==> config.mk <==
export PLATFORM = sky130hd
export DESIGN_NAME = cvl_cell
export DESIGN_NICKNAME = d
export VERILOG_FILES = /design/src/rtl/cvl_pkg.sv /design/src/rtl/cvl_cell.sv
export SDC_FILE = /design/constraint.sdc
export NUM_CORES = 1
export LEC_CHECK = 0
export ABC_AREA = 0
export BUFFER_PORTS_ARGS = -buffer_cell sky130_fd_sc_hd__buf_2
export CAP_MARGIN = 10
export CORE_MARGIN = 10
export CORE_UTILIZATION = 43
export DETAILED_ROUTE_END_ITERATION = 7
export GPL_TIMING_DRIVEN = 0
export MAX_ROUTING_LAYER = met4
export PLACE_DENSITY = 0.83
export SLEW_MARGIN = 10
export SYNTH_ARGS = -nofsm -noshare
export SYNTH_HDL_FRONTEND = slang
export SYNTH_SLANG_ARGS = --single-unit
==> constraint.sdc <==
create_clock -name clk -period 2.9 [get_ports clk]
set_clock_uncertainty 0.15 [all_clocks]
set_input_delay 0.145 -clock clk [delete_from_list [all_inputs] [get_ports clk]]
set_output_delay 0.145 -clock clk [all_outputs]
set_load 0.01 [all_outputs]
==> src/rtl/cvl_pkg.sv <==
// Shared types and constants for the compacting value list.
`default_nettype none
package cvl_pkg;

  localparam int CAPACITY = 16;
  localparam int VAL_W    = 32;
  localparam int POS_W    = 4;
  localparam int CNT_W    = 5;
  localparam int OP_W     = 2;

  localparam logic [CNT_W-1:0] LIMIT_RESET = CNT_W'(10);

  typedef enum logic [OP_W-1:0] {
    OP_APPEND = 2'd0,
    OP_DELETE = 2'd1,
    OP_SEARCH = 2'd2
  } op_t;

  typedef enum logic {
    ST_IDLE = 1'b0,
    ST_EXEC = 1'b1
  } state_t;

  // Control broadcast from the sequencer to every cell of the row.
  typedef struct packed {
    logic              cmp_en;
    logic              shift_en;
    logic              append_en;
    logic [VAL_W-1:0]  value;
    logic [CNT_W-1:0]  count;
  } cell_ctrl_t;

endpackage
`default_nettype wire

==> src/rtl/cvl_cell.sv <==
// One list position: stored value, registered compare and shift from its neighbor.
`default_nettype none
module cvl_cell
  import cvl_pkg::*;
#(
  parameter int IDX = 0
) (
  input  wire logic             clk,
  input  wire cell_ctrl_t       ctrl,
  input  wire logic [VAL_W-1:0] next_entry,
  input  wire logic             hit_in,
  output logic                  hit_out,
  output logic                  match,
  output logic [VAL_W-1:0]      entry
);

  logic [VAL_W-1:0] entry_r, entry_nxt;
  logic             match_r, match_nxt;
  logic             in_use;

  assign in_use = ctrl.count > CNT_W'(IDX);

  always_comb begin
    match_nxt = match_r;
    if (ctrl.cmp_en) begin
      match_nxt = in_use && (entry_r == ctrl.value);
    end
  end

  // A delete pulls the right neighbor's value into every cell at or past
  // the first hit; the hit chain tells each cell whether it lies there.
  always_comb begin
    entry_nxt = entry_r;
    if (ctrl.shift_en && (hit_in || match_r)) begin
      entry_nxt = next_entry;
    end else if (ctrl.append_en && (ctrl.count == CNT_W'(IDX))) begin
      entry_nxt = ctrl.value;
    end
  end

  always_ff @(posedge clk) begin
    entry_r <= entry_nxt;
    match_r <= match_nxt;
  end

  assign hit_out = hit_in || match_r;
  assign match   = match_r;
  assign entry   = entry_r;

endmodule
`default_nettype wire

After elaboration in Yosys (flattened, before gate mapping). Index checks and enable logic that the tools add are counted.

Bits in registers: 33.

Equal/unequal tests: 1. Multiplexer cells: 2. Reduce and logical (&&, ||, !) cells: 6. Order comparisons: 1.

Operators by type and width (count): $mux W32 (2); $eq A32 B32 Y1 (1); $gt A5 B1 Y1 const B (1); $logic_not A5 Y1 (1); $logic_and A1 B1 Y1 (3); $reduce_bool A2 Y1 (1); $logic_or A1 B1 Y1 (1).

Logic depth before layout (Yosys ltp). Gate-level depths: netlist of the first run.

Word-level depth: 4. Mapped depth: 4. Depth with buffers taken out: 4.

Worst setup path before layout of the first run. Ideal clock, no wire load.

Path kind: register to register. From: register match_r, in the netlist match. To: register entry_r[0], in the netlist entry[0], enable pin. Data arrival time: 1.512 ns. Stages on the path, launching flop included: 5. Buffers on the path: 1. Slack: 0.760 ns. Path through: edfxtp_1 -> or2_4 -> nand2_4 -> buf_6 -> nand2_1.

Word-level cells in the longest chain between the ends: 3.

RTL lines: start: declaration (line cvl_cell.sv:18) `logic match_r, match_nxt;`; start signal: assignment (line cvl_cell.sv:43) `match_r <= match_nxt;`; $logic_or A1 B1 Y1; named net hit_out (line cvl_cell.sv:12) `output logic hit_out,`; $logic_and A1 B1 Y1 (line cvl_cell.sv:34) `if (ctrl.shift_en && (hit_in || match_r)) begin`; $reduce_bool A2 Y1 (no line); end signal: assignment (line cvl_cell.sv:42) `entry_r <= entry_nxt;`; end: declaration (line cvl_cell.sv:17) `logic [VAL_W-1:0] entry_r, entry_nxt;`.

The timed path passes the listed nets, and every way through them passes these cells. A chain may end at the register's enable or synchronous reset.

Final worst setup path of the first run.
From: register match_r, in the netlist match. To: register entry_r[9], in the netlist entry[9], enable pin.

Word-level cells in the longest chain between the ends: 3.

RTL lines (line): $logic_or A1 B1 Y1 (cvl_cell.sv:34); $logic_and A1 B1 Y1 (cvl_cell.sv:34); $reduce_bool A2 Y1 (no line).

Every way passes these cells.

==> out/results.ini, run 1 <==
[cts]
clockRootBuffer = clkbuf_8
cts_buffer_depth = 2
cts_tree = yes
clock_sinks = 33
hold_buffers = 1
cts_resized = 0
htree_levels = 2
clk_latency_ns = 0.28
clk_pin_slew_worst_paths_ns = 0.06
cts_setup_buffers = 0
cts_buffers = 5

[hold_path]
hold_depth = 2
hold_end = entry[25]
holdCritStartpoint = next_entry[25]
hp-class = in2reg

[global_routing]
track_usage_pct = 14.3
antenna_found_initial = 0
grt-ovfl-total = 0
grt_pass1_wl_mm = 7.92
first_global_vias = 1677
grt_start_max_net_pins = 33

[synth]
ys_warn_count = 0
ys_ff_latch = 33
syn_inst = 117
yosysUniqueCellTypes = 14
async_reset_ff_share_pct = 0
yosysSeqAreaShare_pct = 55.1
synth_top_cell_by_area = edfxtp_1
synth_most_common_cell = edfxtp_1
synth_area_per_cell_um2 = 15.4
synth_edf_count = 33
synth_top_cell_area_share_pct = 55.1
synth_area_leaders = edfxtp_1, mux2_2, xor2_1
synthTopCellsByCount = edfxtp_1, mux2_2, xor2_1
ys.flop_type = edfxtp_1
syn_nets = 191
synth_area_mm2 = 0.00180

[detailed_routing]
ant_nets = 0
drt-initial-drc-count = 43
finalWirelength_mm = 5.05
drc_errors = 0
dr.pass1.iters = 4
via_per_inst = 4.76
vias = 1348
wl_per_cell_um = 17.8

[worst_setup_path]
reg2reg_slack_ns = 0.89
r2r-start = match
reg2reg_depth = 4
crit_type = reg2reg
start_kind = flip-flop
crit_required_ns = 2.61
reg2reg_to = entry[9]
worst_ep_arrival_time_ns = 1.71
endpoint_kind = flip-flop
cp_max_fo = 32

[sta]
finalMaxSlewViolations = 0
finalSetupTns_ns = 0
grt_setup_unrepaired = false
hold_viol = 0
relSlewSlack_pct = 49.6
min_period_ns = 2.01
fmax_mhz = 498
setup_viol = 0
worst_pin_slew_ns = 0.753
fin_crit_sh_pct = 69.2
hold_ws_ns = 0.0159

[final_layout]
finalNetCount = 306
layout-drive-gt1-share_pct = 66.5
stdcell_count = 283
final_area_mm2 = 0.00249
final_core_util_pct = 61.8
diodes = 0
areaGrowthSynthToFinish_pct = 38.4
fillers = 339

[floorplanning]
die_x_um = 84.7
dieArea_mm2 = 0.00717
initial_core_util_pct = 44.7
ios = 108
core_mm2 = 0.00403
dieHeight_um = 84.7
rows = 23

[placed_design]
gp_congestion = 0.759
placed_area_mm2 = 0.00240
port_buffers = 107
dp_cells = 274
dp_hpwl_mm = 4.26

[pwr]
leakagePower_nw = 1.08
p_per_area_mw_per_mm2 = 456
vdd_drop_max_mv = 0.295

[run]
drv_cap = 0

[status]
status = finished clean

critical path, stage by stage (launching register included):
cell and delay (ns):
edfxtp_1 0.40, or2_4 0.28, nand2_4 0.11, buf_6 0.17
nand2_2 0.44
registers in the layout, indices dropped and copies added (netlist names):
name and cells:
entry 32, match 1
layout make-up:
class                      count  area (µm²)  share of cell area (%)
tap                           50        62.6                    2.51
timing repair buffer         108         546                    21.9
sequential                    33         991                    39.8
clock buffer                   8        80.1                    3.22
buffer                         3        33.8                    1.36
multi-input combinational     81         777                    31.2
kinds of logic (layout without fill, tap and decap cells):
| logic type | Yosys count | count (layout) | share of synthesized area, % |
|---|---|---|---|
| XOR/XNOR | 32 | 32 | 15.6 |
| buffers and inverters | 3 | 119 | 1.88 |
| flip-flops | 33 | 33 | 55.1 |
| multiplexers | 32 | 32 | 20.0 |
| AND/OR/NAND/NOR | 17 | 17 | 7.44 |
cells in the final DEF (no fill, tap or decap), drive strengths merged:
cell type	n
edfxtp	33
buf	110
nand4	2
xor2	28
nand2	3
nor2	1
mux2	32
dlygate4sd3	1
xnor2	4
or2	1
or4	1
nor4	8
clkbuf	8
nand3	1
metal layers:
| metal | part of all wire (%) | wire length (µm) | GRT usage [%] |
|---|---|---|---|
| met5 | 0 | 0 | - |
| met4 | 0.91 | 46 | 3.29 |
| met3 | 5.6 | 284 | 5.02 |
| met2 | 56 | 2820 | 26.5 |
| met1 | 38 | 1900 | 13.9 |
worst max path at each step:
stage                 start   endpoint  slack, ns  cells after the start
global placement    ctrl[0]  entry[25]       0.34                      5
CTS                   match  entry[30]       0.84                      4
finish                match   entry[9]       0.89                      4
detailed placement  ctrl[0]  entry[20]       0.77                      5
floorplan             match   entry[0]       0.76                      4
global route          match   entry[9]       0.75                      4
power by group:
| group | leakage (nW) | total (W) | switching [W] | internal, W |
|---|---|---|---|---|
| combinational | 0.725 | 0.000222 | 0.000103 | 0.000119 |
| sequential | 0.316 | 0.000585 | 0.0000184 | 0.000567 |
| clock | 0.0395 | 0.000327 | 0.000156 | 0.000170 |
through the flow:
step                      worst slack (ns)  total power (W)
after detailed placement             0.765         0.000822
after CTS                            0.836          0.00115
final                                0.892          0.00113
after global placement               0.345         0.000814
after floorplan                      0.760         0.000712
after global routing                 0.755          0.00119
No activity file was read; power rests on OpenSTA's default activity.
==> run 2, diff against run 1 <==
--- a/config.mk
+++ b/config.mk
@@ -9,11 +9,11 @@
 export BUFFER_PORTS_ARGS = -buffer_cell sky130_fd_sc_hd__buf_2
 export CAP_MARGIN = 10
 export CORE_MARGIN = 10
-export CORE_UTILIZATION = 43
+export CORE_UTILIZATION = 39
 export DETAILED_ROUTE_END_ITERATION = 7
 export GPL_TIMING_DRIVEN = 0
 export MAX_ROUTING_LAYER = met4
-export PLACE_DENSITY = 0.83
+export PLACE_DENSITY = 0.79
 export SLEW_MARGIN = 10
 export SYNTH_ARGS = -nofsm -noshare
 export SYNTH_HDL_FRONTEND = slang
==> constraint.sdc (replaced) <==
create_clock -name clk -period 1.8 [get_ports clk]
set_clock_uncertainty 0.15 [all_clocks]
set_input_delay 0.09 -clock clk [delete_from_list [all_inputs] [get_ports clk]]
set_output_delay 0.09 -clock clk [all_outputs]
set_load 0.01 [all_outputs]
==> run 2 against run 1 <==
  * Final area increased by 26%
  * Sequential power increased by 61%
  * Global-route usage increased by 2.9 points
  * Setup slack got worse by 0.83 ns
  * Largest power group unchanged
  * Clock power increased by 63%
  * Die area increased by 7.8%
==> out/results.ini, run 2 (same netlist as run 1, synthesis figures left out) <==
[status]
status = finished clean  ; unchanged

[sta]
min_period_ns = 1.73  ; was 2.01 ns
hold_viol = 0  ; unchanged
finalMaxSlewViolations = 0  ; unchanged
finalSetupTns_ns = 0  ; unchanged
grt_setup_unrepaired = false  ; unchanged
fin_crit_sh_pct = 96.3  ; was 69.2%
setup_viol = 0  ; unchanged
fmax_mhz = 577  ; was 498 MHz
relSlewSlack_pct = 73.4  ; was 49.6%
worst_pin_slew_ns = 0.395  ; was 0.753 ns

[final_layout]
final_area_mm2 = 0.00315  ; was 0.00249 mm²
final_core_util_pct = 71.3  ; was 61.8%
fillers = 281  ; was 339
layout-drive-gt1-share_pct = 53.0  ; was 66.5%
seqCellArea_um2 = 991  ; unchanged
largest_register_ffs = 32  ; unchanged
finalNetCount = 369  ; was 306
areaGrowthSynthToFinish_pct = 74.9  ; was 38.4%
multi_input_area_um2 = 797  ; was 777 µm²
stdcell_count = 349  ; was 283
mostFrequentLayoutCells = buf_2, dlygate4sd3_1, edfxtp_1  ; was buf_2, edfxtp_1, mux2_2
final_common_cell = buf_2  ; unchanged

[worst_setup_path]
crit_type = reg2reg  ; unchanged
cpPeakStageDelay_ns = 0.38  ; was 0.44 ns
reg2reg_depth = 4  ; unchanged
worstPathCellList = or2_4 > nand2_4 > buf_6 > mux2_2  ; was or2_4 > nand2_4 > buf_6 > nand2_2
crit_required_ns = 1.68  ; was 2.61 ns
crit_slowest_cell = edfxtp_1  ; was nand2_2
worst_ep_arrival_time_ns = 1.62  ; was 1.71 ns
start_kind = flip-flop  ; unchanged
cp_max_fo = 10  ; was 32
endpoint_kind = flip-flop  ; unchanged

[floorplanning]
die_x_um = 87.9  ; was 84.7 µm
dieArea_mm2 = 0.00773  ; was 0.00717 mm²
dieHeight_um = 87.9  ; was 84.7 µm
ios = 108  ; unchanged
initial_core_util_pct = 40.8  ; was 44.7%
core_mm2 = 0.00441  ; was 0.00403 mm²
rows = 24  ; was 23

[detailed_routing]
dr.pass1.iters = 4  ; unchanged
drc_errors = 0  ; unchanged
ant_nets = 0  ; unchanged
vias = 1643  ; was 1348
finalWirelength_mm = 6.42  ; was 5.05 mm
drt-initial-drc-count = 42  ; was 43
via_per_inst = 4.71  ; was 4.76
wl_per_cell_um = 18.4  ; was 17.8 µm

[placed_design]
placed_area_mm2 = 0.00241  ; was 0.00240 mm²
port_buffers = 107  ; unchanged
dp_cells = 276  ; was 274
dp_hpwl_mm = 4.11  ; was 4.26 mm
gp_congestion = 0.732  ; was 0.759

[pwr]
leakagePower_nw = 1.35  ; was 1.08 nW
vdd_drop_max_mv = 0.454  ; was 0.295 mV
p_per_area_mw_per_mm2 = 622  ; was 456 mW/mm²

[cts]
clockRootBuffer = clkbuf_8  ; unchanged
cts_buffer_depth = 2  ; unchanged
cts_tree = yes  ; unchanged
clk_latency_ns = 0.28  ; about the same
clock_sinks = 33  ; unchanged
clk_pin_slew_worst_paths_ns = 0.07  ; was 0.06 ns
htree_levels = 2  ; unchanged
cts_buffers = 5  ; unchanged

[global_routing]
grt_pass1_wl_mm = 9.89  ; was 7.92 mm
grt_start_max_net_pins = 33  ; unchanged
first_global_vias = 1914  ; was 1677
grt-ovfl-total = 0  ; unchanged
track_usage_pct = 17.2  ; was 14.3%
antenna_found_initial = 1  ; was 0

[run]
drv_cap = 0  ; unchanged

[hold_path]
hp-class = in2reg  ; unchanged
hold_depth = 2  ; unchanged

[run 2: changes by cell type in the layout (fill, tap and decap cells not counted), sizes merged]
| cell | previous run | this run |
|---|---|---|
| dlygate4sd3 | 1 | 64 |
| clkbuf | 8 | 5 |
| clkinv | 0 | 3 |
| diode | 0 | 1 |
[run 2: per-layer routing]
metal | track usage [%] | wire length (µm) | up-vias
met5 | - | 0 | -
met1 | 16.5 | 2310 | 761
li1 | - | - | 798
met4 | 4.78 | 136 | 0
met3 | 6.78 | 503 | 11
met2 | 31.0 | 3470 | 73
[run 2: final timing paths]
kind | startpoint | end | slack (ns)
worst min register to register | entry[22] | match | 0.58
worst min-delay path | ctrl[19] | entry[14] | 0.01
worst max-delay path | match | entry[22] | 0.07
worst max register to register | match | entry[22] | 0.07
[run 2: what timing repair did]
action	4_1_cts	5_1_grt
gates resized for setup	0	2
setup buffers	0	0
hold buffers	64	0
endpoints found under the hold margin	33	0
endpoints found under the setup margin	0	33
[run 2: layout make-up]
cell class | instances | share of cell area (%)
Timing Repair Buffer | 171 | 37.4
Clock inverter | 3 | 0.398
Multi-Input combinational cell | 81 | 25.3
Buffer | 3 | 1.07
Antenna cell | 1 | 0.0795
Tap cell | 52 | 2.07
Sequential cell | 33 | 31.5
Clock buffer | 5 | 2.19
[run 2: critical path, delay by kind of cell (launching register included)]
family                 cells  cell delay [ns]
and+or+nand+nor            2             0.39
muxes                      1             0.36
buffers and inverters      1             0.20
DFF                        1             0.38
[run 2: where the power goes]
part | switching (W) | internal, W
Sequential | 0.0000303 | 0.000912
Combinational | 0.000200 | 0.000283
Clock | 0.000273 | 0.000260
Total | 0.000503 | 0.00146
[run 2: metrics by stage]
step | power [W] | setup WS (ns) | hold WS [ns]
floorplan | 0.00115 | 0.0986 | 0.0525
global placement | 0.00131 | -0.0571 | 0.140
CTS | 0.00196 | 0.0493 | 0.00978
global route | 0.00206 | 0.0224 | 0.0129
finish | 0.00196 | 0.0664 | 0.0144
detailed placement | 0.00132 | -0.0561 | 0.141
